File: src/design/jpdc_pkg.sv
`timescale 1ns / 1ps
// ---------------------------------------------------------------------------
// jpdc_pkg
// Shared types, register map and reset values of the joint PD torque control.
// ---------------------------------------------------------------------------
package jpdc_pkg;

  localparam int JOINTS_DEF  = 32;
  localparam int JOINT_W     = 5;
  localparam int ANGLE_W     = 32;
  localparam int GAIN_W      = 26;
  localparam int SPLIT_W     = 6;
  localparam int LIMIT_W     = 23;
  localparam int RATE_W      = 16;
  localparam int TORQUE_W    = 24;
  localparam int REG_ADDR_W  = 5;
  localparam int REG_DATA_W  = 32;

  // register indexes (byte address = 4 * index)
  localparam logic [2:0] REG_STIFF_P = 3'd0;
  localparam logic [2:0] REG_STIFF_D = 3'd1;
  localparam logic [2:0] REG_SOFT_P  = 3'd2;
  localparam logic [2:0] REG_SOFT_D  = 3'd3;
  localparam logic [2:0] REG_SPLIT   = 3'd4;
  localparam logic [2:0] REG_LIMIT   = 3'd5;
  localparam logic [2:0] REG_RATE    = 3'd6;

  localparam logic [GAIN_W-1:0]  RST_STIFF_P = 26'd19660800;
  localparam logic [GAIN_W-1:0]  RST_STIFF_D = 26'd655360;
  localparam logic [GAIN_W-1:0]  RST_SOFT_P  = 26'd655360;
  localparam logic [GAIN_W-1:0]  RST_SOFT_D  = 26'd65536;
  localparam logic [SPLIT_W-1:0] RST_SPLIT   = 6'd24;
  localparam logic [LIMIT_W-1:0] RST_LIMIT   = 23'd2949120;
  localparam logic [RATE_W-1:0]  RST_RATE    = 16'd1000;

  localparam logic action_prime   = 1'b0;
  localparam logic action_control = 1'b1;

  typedef struct packed {
    logic [GAIN_W-1:0]  stiff_gain_p;
    logic [GAIN_W-1:0]  stiff_gain_d;
    logic [GAIN_W-1:0]  soft_gain_p;
    logic [GAIN_W-1:0]  soft_gain_d;
    logic [SPLIT_W-1:0] split_joint;
    logic [LIMIT_W-1:0] torque_limit;
    logic [RATE_W-1:0]  sample_rate;
  } cfg_t;

  typedef struct packed {
    logic                      action;
    logic [JOINT_W-1:0]        joint;
    logic signed [ANGLE_W-1:0] angle;
    logic signed [ANGLE_W-1:0] angle_ref;
    logic signed [ANGLE_W-1:0] velocity_ref;
  } item_t;

endpackage

File: src/design/jpdc_angle_mem.sv
`timescale 1ns / 1ps
// ---------------------------------------------------------------------------
// jpdc_angle_mem
// Previous-angle store, one entry per joint, with per-entry valid bits.
// ---------------------------------------------------------------------------
module jpdc_angle_mem
  import jpdc_pkg::*;
#(
  parameter int DEPTH = JOINTS_DEF,
  parameter int AW    = 5
) (
  input  logic                      clk,
  input  logic                      rst,
  input  logic                      en,
  input  logic [AW-1:0]             addr,
  input  logic signed [ANGLE_W-1:0] wdata,
  output logic signed [ANGLE_W-1:0] rdata
);

  logic signed [ANGLE_W-1:0] mem [DEPTH];
  logic [DEPTH-1:0]          valid;
  logic signed [ANGLE_W-1:0] rd_q;
  logic                      rd_valid;

  // read returns the old entry; the same request writes its own angle back
  always_ff @(posedge clk) begin
    if (en) begin
      rd_q     <= mem[addr];
      mem[addr] <= wdata;
    end
  end

  always_ff @(posedge clk) begin
    if (rst) begin
      valid    <= '0;
      rd_valid <= 1'b0;
    end else if (en) begin
      rd_valid    <= valid[addr];
      valid[addr] <= 1'b1;
    end
  end

  assign rdata = rd_valid ? rd_q : '0;

endmodule

File: config.mk
export PLATFORM = sky130hd
export DESIGN_NAME = jpdc_angle_mem
export DESIGN_NICKNAME = d
export VERILOG_FILES = /design/src/design/jpdc_pkg.sv /design/src/design/jpdc_angle_mem.sv
export SDC_FILE = /design/constraint.sdc
export NUM_CORES = 1
export LEC_CHECK = 0
export ABC_CLOCK_PERIOD_IN_PS = 4100
export BUFFER_PORTS_ARGS = -buffer_cell sky130_fd_sc_hd__buf_2
export CORE_MARGIN = 3
export CORE_UTILIZATION = 50
export CTS_BUF_LIST = sky130_fd_sc_hd__clkbuf_8
export CTS_CLUSTER_SIZE = 25
export DETAILED_ROUTE_END_ITERATION = 7
export PLACE_DENSITY = 0.77
export SYNTH_ARGS = -nofsm -noshare
export SYNTH_HDL_FRONTEND = slang
export SYNTH_SLANG_ARGS = --single-unit
File: constraint.sdc
create_clock -name clk -period 4.1 [get_ports clk]
set_input_delay 0.82 -clock clk [delete_from_list [all_inputs] [get_ports clk]]
set_output_delay 0.82 -clock clk [all_outputs]
set_load 0.02 [all_outputs]
# Word-level counts from Yosys, hierarchy flattened
# Memories as Yosys holds them, arrays and structs flattened. A register that Yosys moved wholly into a read port is not among the register bits.
# Index checks and enable logic that the tools add are counted.
classes:
  muxes: 7
  n_bitwise: 1
  n_lt_le_gt_ge: 2
  reduce_logical: 1
op_table:
  columns: ["operator", "n"]
  rows:
  - ["$mux W32", 1]
  - ["$or A32 B32 Y32", 1]
  - ["$lt A5 B6 Y1 const B", 1]
  - ["$bmux W1 S5", 1]
  - ["$demux W1 S5", 1]
  - ["$ge A5 B1 Y1 const B", 1]
  - ["$mux W1", 4]
  - ["$logic_and A1 B1 Y1", 1]
totals:
  in_bits: 40
  output_inout_bits: 32
  n_memories: 1
  reg_bits: 33
  ramBits: 1024
mem_list:
  columns: ["memory", "depth", "word_bits", "read_ports", "rd_clocked_by_memory_dff", "wr", "line", "source"]
  rows:
  - ["mem", 32, 32, 1, 1, 1, "jpdc_angle_mem.sv:20", "logic signed [ANGLE_W-1:0] mem [DEPTH];"]

# Logic depth before layout (Yosys ltp)
# Gate-level depths: netlist of run 1.
logic_depth:
  word_depth: 5
  ltp_mapped: 7

# Worst setup path after synthesis of run 1
# Ideal clock, no wire load.
synth_path:
  path_type: "input to register"
  startpoint: "input port addr[0]"
  endpoint: "memory mem[28][0], enable pin"
  path_stages: 5
  path_slack_ns: 0.588
  setup_time_ns: 0.422
  path_buffers: 3
  t_arrival_ns: 3.090
  t_required_ns: 3.678
  path_cell_list: "buf_6 buf_12 or3b_2 buf_2 nor2_1"
synth_rtl:
  columns: ["element", "line", "source"]
  rows:
  - ["start: declaration", "jpdc_angle_mem.sv:15", "input logic [AW-1:0] addr,"]
  - ["end: declaration", "jpdc_angle_mem.sv:20", null]
# Straight into the memory's write port.

# Worst setup path in the final report of run 1
layout_path:
  startpoint: "register rd_valid"
  endpoint: "output port rdata[30]"
layout_between:
  elab_chain_len: 1
layout_rtl:
  columns: ["element", "line", "source"]
  rows:
  - ["start: declaration", "jpdc_angle_mem.sv:23", "logic rd_valid;"]
  - ["start signal: assignment", "jpdc_angle_mem.sv:38", "rd_valid <= valid[addr];"]
  - ["$mux W32", "jpdc_angle_mem.sv:43", "assign rdata = rd_valid ? rd_q : '0;"]
  - ["end: declaration", "jpdc_angle_mem.sv:17", "output logic signed [ANGLE_W-1:0] rdata"]
# No other way between the ends.

==> metrics.yaml, run 1 <==
status: "completed"
clk_pin_slew_ns: 0.06
synth_ff_type: "edfxtp_1"
rows: 104
worstMarginPinSlew_ns: 1.01
grt_usage: 0.235
critPathTopFamily: "flip-flops"
slew_headroom: 0.330
die_area_sq_um: 85900
tns_ns: 0
layout-drive-gt1-share: 0.278
cts_tree: "built"
timing.final.crit_share: 0.763
clock_latency_ns: 0.82
synth_seq_cells: 1089
total_leakage_power_nw: 14.9
grt_max_degree: 136
initial_utilization: 0.508
dp.cells: 2884
gr-total-overflow: 0
cp_slowest_cell: "dfxtp_2"
cpPeakStageDelay_ns: 0.98
postSynthAreaPerCell_sq_um: 23.3
place_congestion: 0.780
post-synth-top-count-cell: "edfxtp_1"
die_h_um: 293
synthTopCellsByCount: "edfxtp_1 (1,056), mux4_2 (196), a22oi_1 (130)"
internal_power_mw: 16.6
drc: 0
num_vias: 20200
r2r_start: "mem[7][4]"
cp-startpoint: "rd_valid"
root_buffer: "clkbuf_8"
synthTopCellsByArea: "edfxtp_1 (77%), mux4_2 (11%), mux4_1 (4.3%)"
pin_count: 72
comb_power_share: 0.045
synth_area_sq_um: 41200
cp-end-kind: "primary output"
placed_area_sq_um: 43300
yosysTopAreaCell: "edfxtp_1"
fin_crit_ns: 3.13
ant_nets: 0
cts_inserted_buffers: 162
core_sq_um: 81100
cp_cell_sequence: "and2_1, buf_2"
syn_nets: 1811
peakVddDrop_mv: 0.252
seqPwrFrac: 0.584
power.share.clock: 0.371
seq_area_frac_synth: 0.786
ctsHtreeMaxLevel: 4
nets: 2028
fmax_mhz: 320
skew_ns: 0.0417
worstSetupStartpointType: "flop"
antenna_found_initial: 7
async_flop_share: 0
grt_pass1_wl_um: 144000
power.switching_mw: 4.65
final_area_sq_um: 46200
synth_cell_types: 35
postCtsSetupBuffers: 0
grt_pass1_vias: 20900
setup_violations: 0
dr.pass1.iters: 6
critical_path_arrival_ns: 2.31
power.total_mw: 21.3
yosysWarnings: 0
cp.required_ns: 3.28
ctsHoldBuffers: 0
vias_per_cell: 6.35
worstPathMaxFanout: 33
cts_resized: 0
whs_ns: 0.474
rsz0062_at_grt: "false"
detailed_place_hpwl_um: 53000
cap_violations: 0
area_growth_pct: 12.2
synth_top_cell_area_share: 0.770
clockBufferDepth: 3
syn_inst: 1771
drt_iter0_drc: 2916
switching_share: 0.219
stdcell_count: 3179
hold_class: "reg2reg"
power.density_nw_per_um2: 461
portBuffers: 71
die-width_um: 293
synth_edf_count: 1056
cts.sinks: 1089
wirelength_um: 99200
drv_slew: 0
critical_path_class: "reg2out"
post_drt_wl_per_cell_um: 31.2
hold_viol_final: 0
holdCritStartpoint: "valid[5]"
worst-path-buf-inv: 1
-- power by group through the flow --
stage	Sequential, mW	Combinational (mW)	Clock, mW
final	12.4	0.956	7.90
after global routing	12.4	1.02	8.52
after CTS	12.4	0.958	7.99
after detailed placement	12.7	0.956	0
after global placement	12.7	0.927	0
after floorplan	12.6	0.574	0
-- cell usage in the layout, fill, tap and decap left out, types with 2 or more instances in the layout --
cell type   instances
and3b_2             3
nand3_1             3
edfxtp_1         1056
inv_6               3
clkinv_2           12
buf_8               2
dfxtp_1            32
nor3b_4             2
clkbuf_8          165
diode_2             8
nand3b_1            5
clkinvlp_4          5
mux4_2            196
and2_1             32
nand4_1            33
nor2_1             62
buf_12             13
buf_4              70
or3b_1              2
inv_8               3
inv_1              61
mux4_1             68
clkinv_1           33
or3b_2              2
nor2_4             32
bufinv_16           2
clkinv_8            3
a22oi_1           130
buf_2              69
-- tightest hold or removal path, delay by kind of cell (launching register included) --
family | cells | cell delay, ns
and+or+nand+nor | 2 | 0.12
DFF | 1 | 0.32
-- worst paths after layout --
check               to  slack [ns]  depth (start not counted)
max          rdata[30]        0.97                          2
min           valid[5]        0.47                          2
max reg2reg    rd_q[4]        2.43                          3
min reg2reg   valid[5]        0.47                          2
-- registers in the layout, summed over array words and instances, names as in the netlist --
name,flops
rd_valid,1
rd_q,32
mem,1024
valid,32
-- metrics by stage --
| step | util | setup WS [ns] |
|---|---|---|
| after floorplan | - | 0.588 |
| after detailed placement | 0.534 | 0.774 |
| final | 0.570 | 0.971 |
| after global routing | 0.570 | 0.810 |
| after global placement | 0.534 | 0.819 |
| after CTS | 0.570 | 0.853 |
-- area by class of cell --
class / count / area (sq um)
clock buffers: 165 / 2270
fillers: 5607 / 34900
diodes: 8 / 20.0
multi-input cells: 581 / 8420
clock inverters: 122 / 619
well taps: 1060 / 1330
flip-flops and latches: 1089 / 32400
repair buffers: 154 / 1160
-- cells by family after synthesis --
logic type | after synthesis | synth area share
DFF | 1089 | 0.786
AOI/OAI and AO/OA | 134 | 0.0245
and+or+nand+nor | 182 | 0.0226
buffers and inverters | 101 | 0.0161
muxes | 265 | 0.151
-- routing by layer --
| layer | GRT usage | share of wire |
|---|---|---|
| met3 | 0.0627 | 0.11 |
| met1 | 0.326 | 0.37 |
| met4 | 0.0987 | 0.035 |
| met5 | 0 | 0.00013 |
| met2 | 0.360 | 0.48 |
(Power assumes the default switching activity.)
==> inputs of run 2 (changes only) <==
--- a/config.mk
+++ b/config.mk
@@ -5,14 +5,14 @@
 export SDC_FILE = /design/constraint.sdc
 export NUM_CORES = 1
 export LEC_CHECK = 0
-export ABC_CLOCK_PERIOD_IN_PS = 4100
+export ABC_CLOCK_PERIOD_IN_PS = 2850
 export BUFFER_PORTS_ARGS = -buffer_cell sky130_fd_sc_hd__buf_2
 export CORE_MARGIN = 3
 export CORE_UTILIZATION = 50
 export CTS_BUF_LIST = sky130_fd_sc_hd__clkbuf_8
 export CTS_CLUSTER_SIZE = 25
 export DETAILED_ROUTE_END_ITERATION = 7
-export PLACE_DENSITY = 0.77
+export PLACE_DENSITY = 0.79
 export SYNTH_ARGS = -nofsm -noshare
 export SYNTH_HDL_FRONTEND = slang
 export SYNTH_SLANG_ARGS = --single-unit
==> constraint.sdc (replaced) <==
create_clock -name clk -period 2.85 [get_ports clk]
set_input_delay 0.57 -clock clk [delete_from_list [all_inputs] [get_ports clk]]
set_output_delay 0.57 -clock clk [all_outputs]
set_load 0.02 [all_outputs]
==> metrics.yaml, run 2 (synthesis gave the netlist of run 1 again) <==
grt_pass1_vias: 21200
detailed_place_hpwl_um: 55600
ctsHtreeMaxLevel: 4
hold_end: "mem[19][28]"
wl_met3_um: 12900
status: "completed"
rows: 104
cp.required_ns: 2.28
worstSetupStartpointType: "flop"
switching_share: 0.216
area_growth_pct: 14.2
worstMarginPinSlew_ns: 0.830
num_vias: 20800
cp-end-kind: "primary output"
post_drt_wl_per_cell_um: 31.3
cap_violations: 0
clk_pin_slew_ns: 0.06
cp-startpoint: "rd_valid"
ff2ff_setup_slack_ns: 1.07
regMostFlops: "mem"
pin_count: 72
cts_tree: "built"
core_sq_um: 81100
drt_iter0_drc: 2788
cts_inserted_buffers: 163
hold_path_depth: 1
power.total_mw: 32.0
rsz0062_at_grt: "false"
root_buffer: "clkbuf_8"
antenna_found_initial: 7
power.switching_mw: 6.91
worstPathMaxFanout: 16
grt_max_degree: 47
vias_per_cell: 6.47
grt_usage: 0.238
drc: 0
clockBufferDepth: 3
multi_input_area_sq_um: 8420
die_h_um: 293
initial_utilization: 0.508
setup_ws_ns: 0.239
dr.pass1.iters: 6
comb_power_share: 0.045
drv_slew: 0
ctsHoldBuffers: 0
ant_nets: 0
holdCritStartpoint: "wdata[28]"
place_congestion: 0.814
slew_headroom: 0.447
r2r-end: "rd_q[16]"
fin_crit_ns: 2.61
wirelength_um: 101000
power.density_nw_per_um2: 681
fillCellCount: 5435
grt_pass1_wl_um: 146000
critical_path_arrival_ns: 2.04
wl_met1_um: 36200
rr_worst_depth: 3
cp_slowest_cell: "dfxtp_4"
peakVddDrop_mv: 0.357
setup_violations: 0
final_cell_mix: "edfxtp_1 (1,056), mux4_2 (196), clkbuf_8 (165)"
layout-drive-gt1-share: 0.299
biggestRegsByFlops: "mem: 1024 flops, rd_q: 32 flops, valid: 32 flops"
dr.max_layer_used: "met4"
gr-total-overflow: 0
portBuffers: 71
seqCellArea_sq_um: 32400
skew_ns: 0.0288
critical_path_class: "reg2out"
timing.final.crit_share: 0.916
nets: 2056
die_area_sq_um: 85900
fin_util: 0.580
largest_reg_flops: 1024
stdcell_count: 3213
dr_wl_met2_um: 47700
internal_power_mw: 25.1
dp.cells: 2911
fmax_mhz: 383
hold_class: "in2reg"
preCtsSetupSlack_ns: 0.218
total_leakage_power_nw: 15.2
hold_viol_final: 0
cts.sinks: 1089
cp_cell_sequence: "buf_4, and2_1, buf_2"
r2r_start: "mem[29][16]"
clock_latency_ns: 0.82
layout_commonest_cell: "edfxtp_1"
die-width_um: 293
seqPwrFrac: 0.559
cpPeakStageDelay_ns: 0.57
power.share.clock: 0.396
whs_ns: 0.232
run 2: stage by stage:
step | TNS (ns) | cell area [sq um]
finish | 0 | 47000
global placement | 0 | 43800
detailed placement | 0 | 43800
floorplan | -289.05 | 41200
CTS | 0 | 47000
global route | 0 | 47000
run 2: how the worst max path moves through the flow:
stage	endpoint	slack (ns)	cells after the start
6_report	rdata[10]	0.24	3
5_1_grt	rdata[10]	0.14	3
4_1_cts	rdata[10]	0.16	3
3_5_place_dp	rd_q[25]	0.22	6
3_3_place_gp	rd_q[25]	0.24	6
2_1_floorplan	mem[28][0]	-0.41	5
run 2: what timing repair did:
item	4_1_cts	5_1_grt
endpoints found under the setup margin	1	0
gates resized for setup	1	0
buffers inserted	0	0
hold endpoints to repair	0	0
run 2: worst max-delay path: cells and delay by family (launching register included):
family	cells	cell delay [ns]
flip-flops	1	0.57
buffers and inverters	2	0.46
AND/OR/NAND/NOR	1	0.19
run 2: cell type report:
class / instances / share of cell area
repair buffers: 181 / 0.0351
diodes: 7 / 0.000372
flip-flops and latches: 1089 / 0.688
multi-input cells: 581 / 0.179
clock buffers: 165 / 0.0483
well taps: 1060 / 0.0282
clock inverters: 130 / 0.0208
run 2: metal layers:
layer | track usage | vias to the layer above
met3 | 0.0753 | 226
met4 | 0.0976 | 0
met5 | 0 | -
met2 | 0.362 | 1557
met1 | 0.323 | 10800
li1 | - | 8163
run 2: power groups by stage:
stage | clock, mW | combinational (mW) | sequential, mW
final | 12.7 | 1.44 | 17.9
after detailed placement | 0 | 1.44 | 18.2
after CTS | 12.8 | 1.45 | 17.9
after global routing | 13.6 | 1.53 | 17.9
after global placement | 0 | 1.38 | 18.2
after floorplan | 0 | 0.829 | 18.2
