<file path="src/design/jpdc_pkg.sv">
`timescale 1ns / 1ps
// ---------------------------------------------------------------------------
// jpdc_pkg
// Shared types, register map and reset values of the joint PD torque control.
// ---------------------------------------------------------------------------
package jpdc_pkg;

  localparam int JOINTS_DEF  = 32;
  localparam int JOINT_W     = 5;
  localparam int ANGLE_W     = 32;
  localparam int GAIN_W      = 26;
  localparam int SPLIT_W     = 6;
  localparam int LIMIT_W     = 23;
  localparam int RATE_W      = 16;
  localparam int TORQUE_W    = 24;
  localparam int REG_ADDR_W  = 5;
  localparam int REG_DATA_W  = 32;

  // register indexes (byte address = 4 * index)
  localparam logic [2:0] REG_STIFF_P = 3'd0;
  localparam logic [2:0] REG_STIFF_D = 3'd1;
  localparam logic [2:0] REG_SOFT_P  = 3'd2;
  localparam logic [2:0] REG_SOFT_D  = 3'd3;
  localparam logic [2:0] REG_SPLIT   = 3'd4;
  localparam logic [2:0] REG_LIMIT   = 3'd5;
  localparam logic [2:0] REG_RATE    = 3'd6;

  localparam logic [GAIN_W-1:0]  RST_STIFF_P = 26'd19660800;
  localparam logic [GAIN_W-1:0]  RST_STIFF_D = 26'd655360;
  localparam logic [GAIN_W-1:0]  RST_SOFT_P  = 26'd655360;
  localparam logic [GAIN_W-1:0]  RST_SOFT_D  = 26'd65536;
  localparam logic [SPLIT_W-1:0] RST_SPLIT   = 6'd24;
  localparam logic [LIMIT_W-1:0] RST_LIMIT   = 23'd2949120;
  localparam logic [RATE_W-1:0]  RST_RATE    = 16'd1000;

  localparam logic action_prime   = 1'b0;
  localparam logic action_control = 1'b1;

  typedef struct packed {
    logic [GAIN_W-1:0]  stiff_gain_p;
    logic [GAIN_W-1:0]  stiff_gain_d;
    logic [GAIN_W-1:0]  soft_gain_p;
    logic [GAIN_W-1:0]  soft_gain_d;
    logic [SPLIT_W-1:0] split_joint;
    logic [LIMIT_W-1:0] torque_limit;
    logic [RATE_W-1:0]  sample_rate;
  } cfg_t;

  typedef struct packed {
    logic                      action;
    logic [JOINT_W-1:0]        joint;
    logic signed [ANGLE_W-1:0] angle;
    logic signed [ANGLE_W-1:0] angle_ref;
    logic signed [ANGLE_W-1:0] velocity_ref;
  } item_t;

endpackage

</file>
<file path="src/design/jpdc_regs.sv">
`timescale 1ns / 1ps
// ---------------------------------------------------------------------------
// jpdc_regs
// APB register file holding gains, split joint, torque limit and sample rate.
// ---------------------------------------------------------------------------
module jpdc_regs
  import jpdc_pkg::*;
(
  input  logic                  clk,
  input  logic                  rst,
  input  logic                  psel,
  input  logic                  penable,
  input  logic                  pwrite,
  input  logic [REG_ADDR_W-1:0] paddr,
  input  logic [REG_DATA_W-1:0] pwdata,
  output logic [REG_DATA_W-1:0] prdata,
  output logic                  pready,
  output cfg_t                  cfg
);

  logic [2:0] index;
  logic       wr;

  assign index  = paddr[REG_ADDR_W-1:2];
  assign pready = 1'b1;
  assign wr     = psel && penable && pwrite;

  always_ff @(posedge clk) begin
    if (rst) begin
      cfg.stiff_gain_p <= RST_STIFF_P;
      cfg.stiff_gain_d <= RST_STIFF_D;
      cfg.soft_gain_p  <= RST_SOFT_P;
      cfg.soft_gain_d  <= RST_SOFT_D;
      cfg.split_joint  <= RST_SPLIT;
      cfg.torque_limit <= RST_LIMIT;
      cfg.sample_rate  <= RST_RATE;
    end else if (wr) begin
      case (index)
        REG_STIFF_P: cfg.stiff_gain_p <= pwdata[GAIN_W-1:0];
        REG_STIFF_D: cfg.stiff_gain_d <= pwdata[GAIN_W-1:0];
        REG_SOFT_P:  cfg.soft_gain_p  <= pwdata[GAIN_W-1:0];
        REG_SOFT_D:  cfg.soft_gain_d  <= pwdata[GAIN_W-1:0];
        REG_SPLIT:   cfg.split_joint  <= pwdata[SPLIT_W-1:0];
        REG_LIMIT:   cfg.torque_limit <= pwdata[LIMIT_W-1:0];
        REG_RATE:    cfg.sample_rate  <= pwdata[RATE_W-1:0];
        default: begin
        end
      endcase
    end
  end

  always_comb begin
    case (index)
      REG_STIFF_P: prdata = REG_DATA_W'(cfg.stiff_gain_p);
      REG_STIFF_D: prdata = REG_DATA_W'(cfg.stiff_gain_d);
      REG_SOFT_P:  prdata = REG_DATA_W'(cfg.soft_gain_p);
      REG_SOFT_D:  prdata = REG_DATA_W'(cfg.soft_gain_d);
      REG_SPLIT:   prdata = REG_DATA_W'(cfg.split_joint);
      REG_LIMIT:   prdata = REG_DATA_W'(cfg.torque_limit);
      REG_RATE:    prdata = REG_DATA_W'(cfg.sample_rate);
      default:     prdata = '0;
    endcase
  end

endmodule

</file>
<file path="config.mk">
export PLATFORM = sky130hd
export DESIGN_NAME = jpdc_regs
export DESIGN_NICKNAME = d
export VERILOG_FILES = /design/src/design/jpdc_pkg.sv /design/src/design/jpdc_regs.sv
export SDC_FILE = /design/constraint.sdc
export NUM_CORES = 1
export LEC_CHECK = 0
export ABC_AREA = 1
export BUFFER_PORTS_ARGS = -buffer_cell sky130_fd_sc_hd__buf_2
export CAP_MARGIN = 20
export CORE_ASPECT_RATIO = 1.1
export CORE_MARGIN = 2
export CORE_UTILIZATION = 45
export CTS_BUF_LIST = sky130_fd_sc_hd__clkbuf_8
export CTS_CLUSTER_DIAMETER = 80
export DETAILED_ROUTE_END_ITERATION = 16
export GPL_TIMING_DRIVEN = 1
export PLACE_DENSITY_LB_ADDON = 0.05
export SLEW_MARGIN = 10
export SYNTH_ARGS = -nofsm -noshare
export SYNTH_HDL_FRONTEND = slang
export SYNTH_SLANG_ARGS = --single-unit
</file>
<file path="constraint.sdc">
create_clock -name clk -period 3.6 [get_ports clk]
set_clock_uncertainty 0.2 [all_clocks]
set_input_delay 0.72 -clock clk [delete_from_list [all_inputs] [get_ports clk]]
set_output_delay 0.72 -clock clk [all_outputs]
set_load 0.03 [all_outputs]
</file>
; Word level (Yosys, flattened, before mapping)
; Cells that the tools add are included.
[totals]
reg_bits = 149
latch_bits = 0
mem_bits_rw = 0
rom_bits = 0
input_bits = 42
output_inout_bits = 182
elab_cells = 24
mem_count = 0
[op_classes]
add_sub_neg = 0
n_mul = 0
div_mod_pow = 0
magnitude_cmp = 0
eq_ne = 6
shift = 0
muxes = 1
n_bitwise = 0
n_reduce_logical = 10
[ops]
columns = op, n
row1 = case mux 26 bit (7 select lines), 1
row2 = AND reduction 2 bit, 7
row3 = "== test 3 bit, second input constant", 3
row4 = "== test 3 x 2 -> 1 bit, second input constant", 2
row5 = "== test 3 x 1 -> 1 bit, second input constant", 1
row6 = logical NOT 3 bit, 1
row7 = logical AND 1 bit, 2

; Logic depth before layout (Yosys ltp)
; Gate-level depths: netlist of run 1.
[logic_depth]
ltp_word = 3
depth_mapped = 9

; Worst setup path before layout of run 1
; No wires, ideal clock.
[synth_path]
path_type = input to output
from = input port paddr[3]
to = output port prdata[10]
t_arrival_ns = 1.752
setup_slack_ns = 0.928
cell_stages = 9
path_buffers = 2
cell_sequence = buf_4 > inv_4 > nand2_1 > nor2_2 > buf_4 > nand2_1 > nand2_1 > inv_1 > nand2_1
[synth_between]
elab_chain_len = 2
word_cells_on_any_way = 8
cone_classes = 6 x eq/ne / 1 x mux / 1 x reduce/logical
[synth_lines]
columns = element, line_no
row1 = "start, declared", jpdc_regs.sv:14  ; input logic [REG_ADDR_W-1:0] paddr,
row2 = "== test 3 bit, or another cell as far along", jpdc_regs.sv:53  ; case (index)
row3 = case mux 26 bit (7 select lines) *, jpdc_regs.sv:53
row4 = "end, declared", jpdc_regs.sv:16  ; output logic [REG_DATA_W-1:0] prdata,
; Every way passes the cells marked *; elsewhere a longest branch is shown, timed or not.

; Worst setup path in the final report of run 1
[layout_path]
from = input port paddr[3]
to = output port prdata[14]
; Same word-level chain as after synthesis.

==> metrics.yaml, run 1 <==
setup_violations: 0
portBuffers: 208
clk_latency_ns: 0.46
fp.dieW_um: 126
cp-start-kind: "primary input"
slowest_stage: "inv_4"
required_ns: 2.68
synthArstFlopShare_pct: 0
largest_register_ffs: 149
grt_overflow: 0
yosys.cell_types.count: 22
worstSetupEndpointType: "output pin"
synth_edf_count: 0
grt_pass1_wl_um: 38300
fin_crit_sh_pct: 89.2
syn_area_mm2: 0.00740
p_switching_uw: 997
layout-drive-gt1-share_pct: 21.1
hold_buffers: 0
clk_pin_slew_ns: 0.08
critical_path_class: "primary input to output pin"
largestRegisters: "cfg x149"
grt.total_usage_pct: 27.8
fin_cells: 1556
worst_slew_pin_slew_ns: 0.737
final.min_clock_period_ns: 3.21
cts_buffer_depth: 2
slowest_delay_ns: 0.32
min_path_cells: 3
outcome: "finished clean"
rsz0062_at_grt: "no"
yosysSeqAreaShare_pct: 40.3
r2r_cells: 2
core_mm2: 0.0162
setup_tns_ns: 0
leakagePower_uw: 0.00451
clock.fmax_ghz: 0.311
r2r-start: "cfg[76]"
peakVddDrop_mv: 0.225
worstSetupPathDepth: 10
place_hpwl_um: 17000
cp_num_buf_inv: 5
crit_fanout: 44
synth.avg_cell_area_um2: 6.33
dp.cells: 1523
yosysMostFrequentCell: "nand2_1"
synth_common_cells: "nand2_1, nor2_1, dfxtp_1, nand3_1, nand4_1"
antenna_found_initial: 0
rows: 49
power_frac_comb_pct: 12.0
max_slew_margin_pct: 50.7
p_int_uw: 2470
p_sw_share_pct: 28.7
synth_top_flop_cell: "dfxtp_1"
power.total_uw: 3470
top_register: "cfg"
ios: 224
cts_made_buffers: 17
powerDensity_mw_per_mm2: 391
post-cts-setup-buffers: 0
cts_tree: "done"
crit_start: "paddr[3]"
seq_power_share_pct: 48.6
p_clk_share_pct: 39.4
min-delay-start: "pwdata[7]"
htreeDepth: 4
initial_core_util_pct: 45.5
cts_resized: 0
yosysTopAreaCell: "dfxtp_1"
crit_chain: "buf_2, inv_4, nand2_1, nor2_4, buf_12, nand2_1, nand2_1, inv_1, nand2_1, buf_2"
wire_per_inst_um: 15.9
critical_path.top_delay_family: "buffers and inverters"
place_congestion: 0.916
cts_root_buffer: "clkbuf_8"
netlist_instances: 1168
syn_to_final_growth_pct: 20.1
worst_path_most_repeated_cell: "nand2_1"
hold_viol: 0
ant_nets: 0
vias: 7889
max_cap_violations: 0
holdCritPathClass: "primary input to flop"
cts_sinks: 149
utilization_pct: 54.7
drt-total-wl_um: 24700
ys_ff_latch: 149
drt_first_pass_iters: 7
slew_viol_final: 0
grt_max_degree: 77
first_global_vias: 6745
ys_warn_count: 0
dieArea_mm2: 0.0175
synth_top_area_share_pct: 40.3
fp.dieH_um: 138
avgViaCountPerCell: 5.07
drt_iter0_drc: 683
fin_nets: 1380
yosys-top-cells-area: "dfxtp_1, nand2_1, nor2_1"
crit_arrival_ns: 2.29
drc: 0
==> power groups by stage <==
stage	Sequential (uW)	Clock, uW	Combinational [uW]
6_report	1690	1370	417
5_1_grt	1690	1450	454
4_1_cts	1680	1390	415
3_5_place_dp	1720	0	415
3_3_place_gp	1720	0	414
2_1_floorplan	1760	0	247
==> routing by layer <==
metal / track usage, % / wire, um
met5: 0 / 0
met4: 7.75 / 350
met3: 7.62 / 2220
met2: 39.4 / 10400
met1: 41.4 / 11700
==> cell usage in the layout, fill, tap and decap left out <==
cell | netlist | layout
nand3_1 | 125 | 125
inv_1 | 49 | 51
nor2_2 | 7 | 4
inv_6 | 0 | 2
nand3_4 | 2 | 2
conb_1 | 2 | 7
nand3_2 | 2 | 2
inv_2 | 2 | 2
diode_2 | 0 | 1
clkinvlp_4 | 0 | 1
bufinv_16 | 0 | 3
nor2_4 | 5 | 8
clkinv_4 | 0 | 2
clkinv_2 | 1 | 5
buf_12 | 0 | 4
inv_4 | 1 | 2
dfxtp_1 | 149 | 149
nor2_1 | 295 | 295
buf_2 | 33 | 208
nand4_1 | 60 | 60
o21ai_0 | 11 | 11
buf_4 | 16 | 21
nand2_1 | 368 | 368
clkbuf_8 | 0 | 18
nand2_2 | 1 | 1
==> worst min-delay path: stages <==
cell,delay [ns]
buf_2,0.09
nand2_1,0.05
nand3_1,0.06
==> area by class of cell <==
cell class / count / area [um^2]
antenna: 1 / 2.50
clock buffer: 18 / 248
clock inverter: 14 / 160
fill: 1721 / 7360
inverter: 54 / 209
multi-input combinational: 883 / 3750
sequential: 149 / 2980
tap: 204 / 255
timing repair buffer: 233 / 1280
==> final timing paths <==
kind / to / slack (ns)
hold reg to reg: cfg[116] / 0.29
hold / removal: cfg[7] / 0.28
setup reg to reg: cfg[76] / 2.73
setup / recovery: prdata[14] / 0.39
==> cell families after synthesis <==
family	synth area share, %
and+or+nand+nor	49.3
DFF	40.3
buffers and inverters	9.49
AOI/OAI and AO/OA	0.744
other	0.102
==> through the flow <==
step                      hold slack (ns)  setup WS, ns  area [um^2]
after CTS                           0.265         0.404         8880
after floorplan                     0.401         0.928         7420
after global routing                0.271         0.296         8880
final                               0.284         0.387         8880
after detailed placement            0.276         0.403         8470
after global placement              0.267         0.402         8470
Power figures use the tool's default switching activity.
==> inputs of run 2 (changes only) <==
- RECOVER_POWER: unset -> 50
- SKIP_CTS_REPAIR_TIMING: unset -> 1
==> run 2 against run 1 <==
  * Clock-buffer cell count unchanged
  * Flip-flop and latch count stayed put
  * Critical path depth did not move
  * Worst hold slack improved by 0.0025 ns
  * Highest routed layer unchanged
  * Core utilization fell by 1.1 points
==> metrics.yaml, run 2 (synthesized netlist as in run 1, its figures left out) <==
final.min_clock_period_ns: 3.20  # was 3.21 ns
drt-total-wl_um: 24700  # about the same
layout-drive-gt1-share_pct: 11.5  # was 21.1%
crit_fanout: 44  # unchanged
drc: 0  # unchanged
ios: 224  # unchanged
place_congestion: 0.916  # unchanged
worstSetupEndpointType: "output pin"  # unchanged
initial_core_util_pct: 45.5  # unchanged
largestRegisters: "cfg x149"  # unchanged
setup_violations: 0  # unchanged
portBuffers: 208  # unchanged
fp.dieH_um: 138  # unchanged
grt_pass1_wl_um: 38300  # unchanged
top_register: "cfg"  # unchanged
htreeDepth: 4  # unchanged
cp-start-kind: "primary input"  # unchanged
required_ns: 2.68  # about the same
clock.fmax_ghz: 0.313  # was 0.311 GHz
slew_viol_final: 0  # unchanged
place_hpwl_um: 17000  # unchanged
final_cell_mix: "nand2_1, nor2_1, dfxtp_1, nand3_1, clkbuf_1"  # was nand2_1, nor2_1, buf_2, dfxtp_1, nand3_1
largest_register_ffs: 149  # unchanged
hold_viol: 0  # unchanged
antenna_found_initial: 0  # unchanged
ant_nets: 0  # unchanged
post-place-ws_ns: 0.403  # unchanged
powerDensity_mw_per_mm2: 398  # was 391 mW/mm^2
drt_first_pass_iters: 5  # was 7
crit_arrival_ns: 2.28  # was 2.29 ns
avgViaCountPerCell: 5.06  # was 5.07
clk_pin_slew_ns: 0.08  # about the same
fp.dieW_um: 126  # unchanged
outcome: "finished clean"  # unchanged
setup_tns_ns: 0  # unchanged
seqCellArea_mm2: 0.00298  # unchanged
fillers: 1777  # was 1721
max_cap_violations: 0  # unchanged
cts_tree: "done"  # unchanged
rrSetupSlack_ns: 2.74  # was 2.73 ns
peakVddDrop_mv: 0.224  # was 0.225 mV
cts_buffer_depth: 2  # unchanged
multi_input_area_mm2: 0.00373  # was 0.00375 mm^2
clk_latency_ns: 0.46  # about the same
dieArea_mm2: 0.0175  # unchanged
rows: 49  # unchanged
fin_nets: 1380  # unchanged
fin_crit_sh_pct: 88.8  # was 89.2%
holdWs_ns: 0.287  # was 0.284 ns
grt.total_usage_pct: 27.8  # unchanged
syn_to_final_growth_pct: 17.6  # was 20.1%
max_slew_margin_pct: 29.0  # was 50.7%
drt_iter0_drc: 643  # was 683
first_global_vias: 6745  # unchanged
critical_path_class: "primary input to output pin"  # unchanged
layout_setup_ws_ns: 0.401  # was 0.387 ns
leakagePower_uw: 0.00402  # was 0.00451 uW
grt_overflow: 0  # unchanged
cts_sinks: 149  # unchanged
rsz0062_at_grt: "no"  # unchanged
cts_made_buffers: 17  # unchanged
wire_per_inst_um: 15.9  # about the same
core_mm2: 0.0162  # unchanged
layout_commonest_cell: "nand2_1"  # unchanged
holdCritPathClass: "primary input to flop"  # unchanged
worst_slew_pin_slew_ns: 1.07  # was 0.737 ns
vias: 7878  # was 7889
grt_max_degree: 77  # unchanged
cts_root_buffer: "clkbuf_8"  # unchanged
==> run 2: cell types whose count changed in the layout (fill, tap and decap cells not counted), sizes merged <==
cell    previous run  this run
clkbuf            18       145
buf              233       106
==> run 2: layout make-up <==
cell class	count	share of cell area, %
Antenna cell	1	0.0288
Clock buffer	18	2.85
Clock inverter	14	1.84
Inverter	54	2.40
Multi-Input combinational cell	883	42.9
Sequential cell	149	34.3
Tap cell	204	2.93
Timing Repair Buffer	233	12.7
==> run 2: stage by stage <==
step	util [%]	cell area (um^2)	total power, uW	instances
after global placement	52.2	8470	2140	1523
after global routing	53.5	8700	3590	1555
after floorplan	-	7420	2010	1173
final	53.5	8700	3460	1556
after CTS	54.7	8880	3490	1555
after detailed placement	52.2	8470	2140	1523
==> run 2: power by group <==
part / internal, uW / total, uW / switching [uW]
Sequential: 1670 / 1690 / 17.4
Clock: 700 / 1370 / 667
Combinational: 98.7 / 411 / 312
Total: 2470 / 3460 / 996
==> run 2: final timing paths <==
check        cells past startpoint    endpoint       from
min reg2reg                      2    cfg[116]   cfg[116]
max                             10  prdata[14]   paddr[3]
max reg2reg                      2     cfg[76]    cfg[76]
min                              3      cfg[7]  pwdata[7]
==> run 2: layer usage <==
metal  routed length, um  global-route usage (%)  vias up
met5                   0                       0        -
met4                 357                    7.75        0
met1               11600                    41.4     3532
li1                    -                       -     3997
met3                2400                    7.62       24
met2               10400                    39.4      325
==> run 2: critical path: stages <==
cell and delay, ns:
buf_2 0.22, inv_4 0.31, nand2_1 0.15, nor2_4 0.12, buf_12 0.22, nand2_1 0.07, nand2_1 0.07, inv_1 0.05
nand2_1 0.10, buf_2 0.21
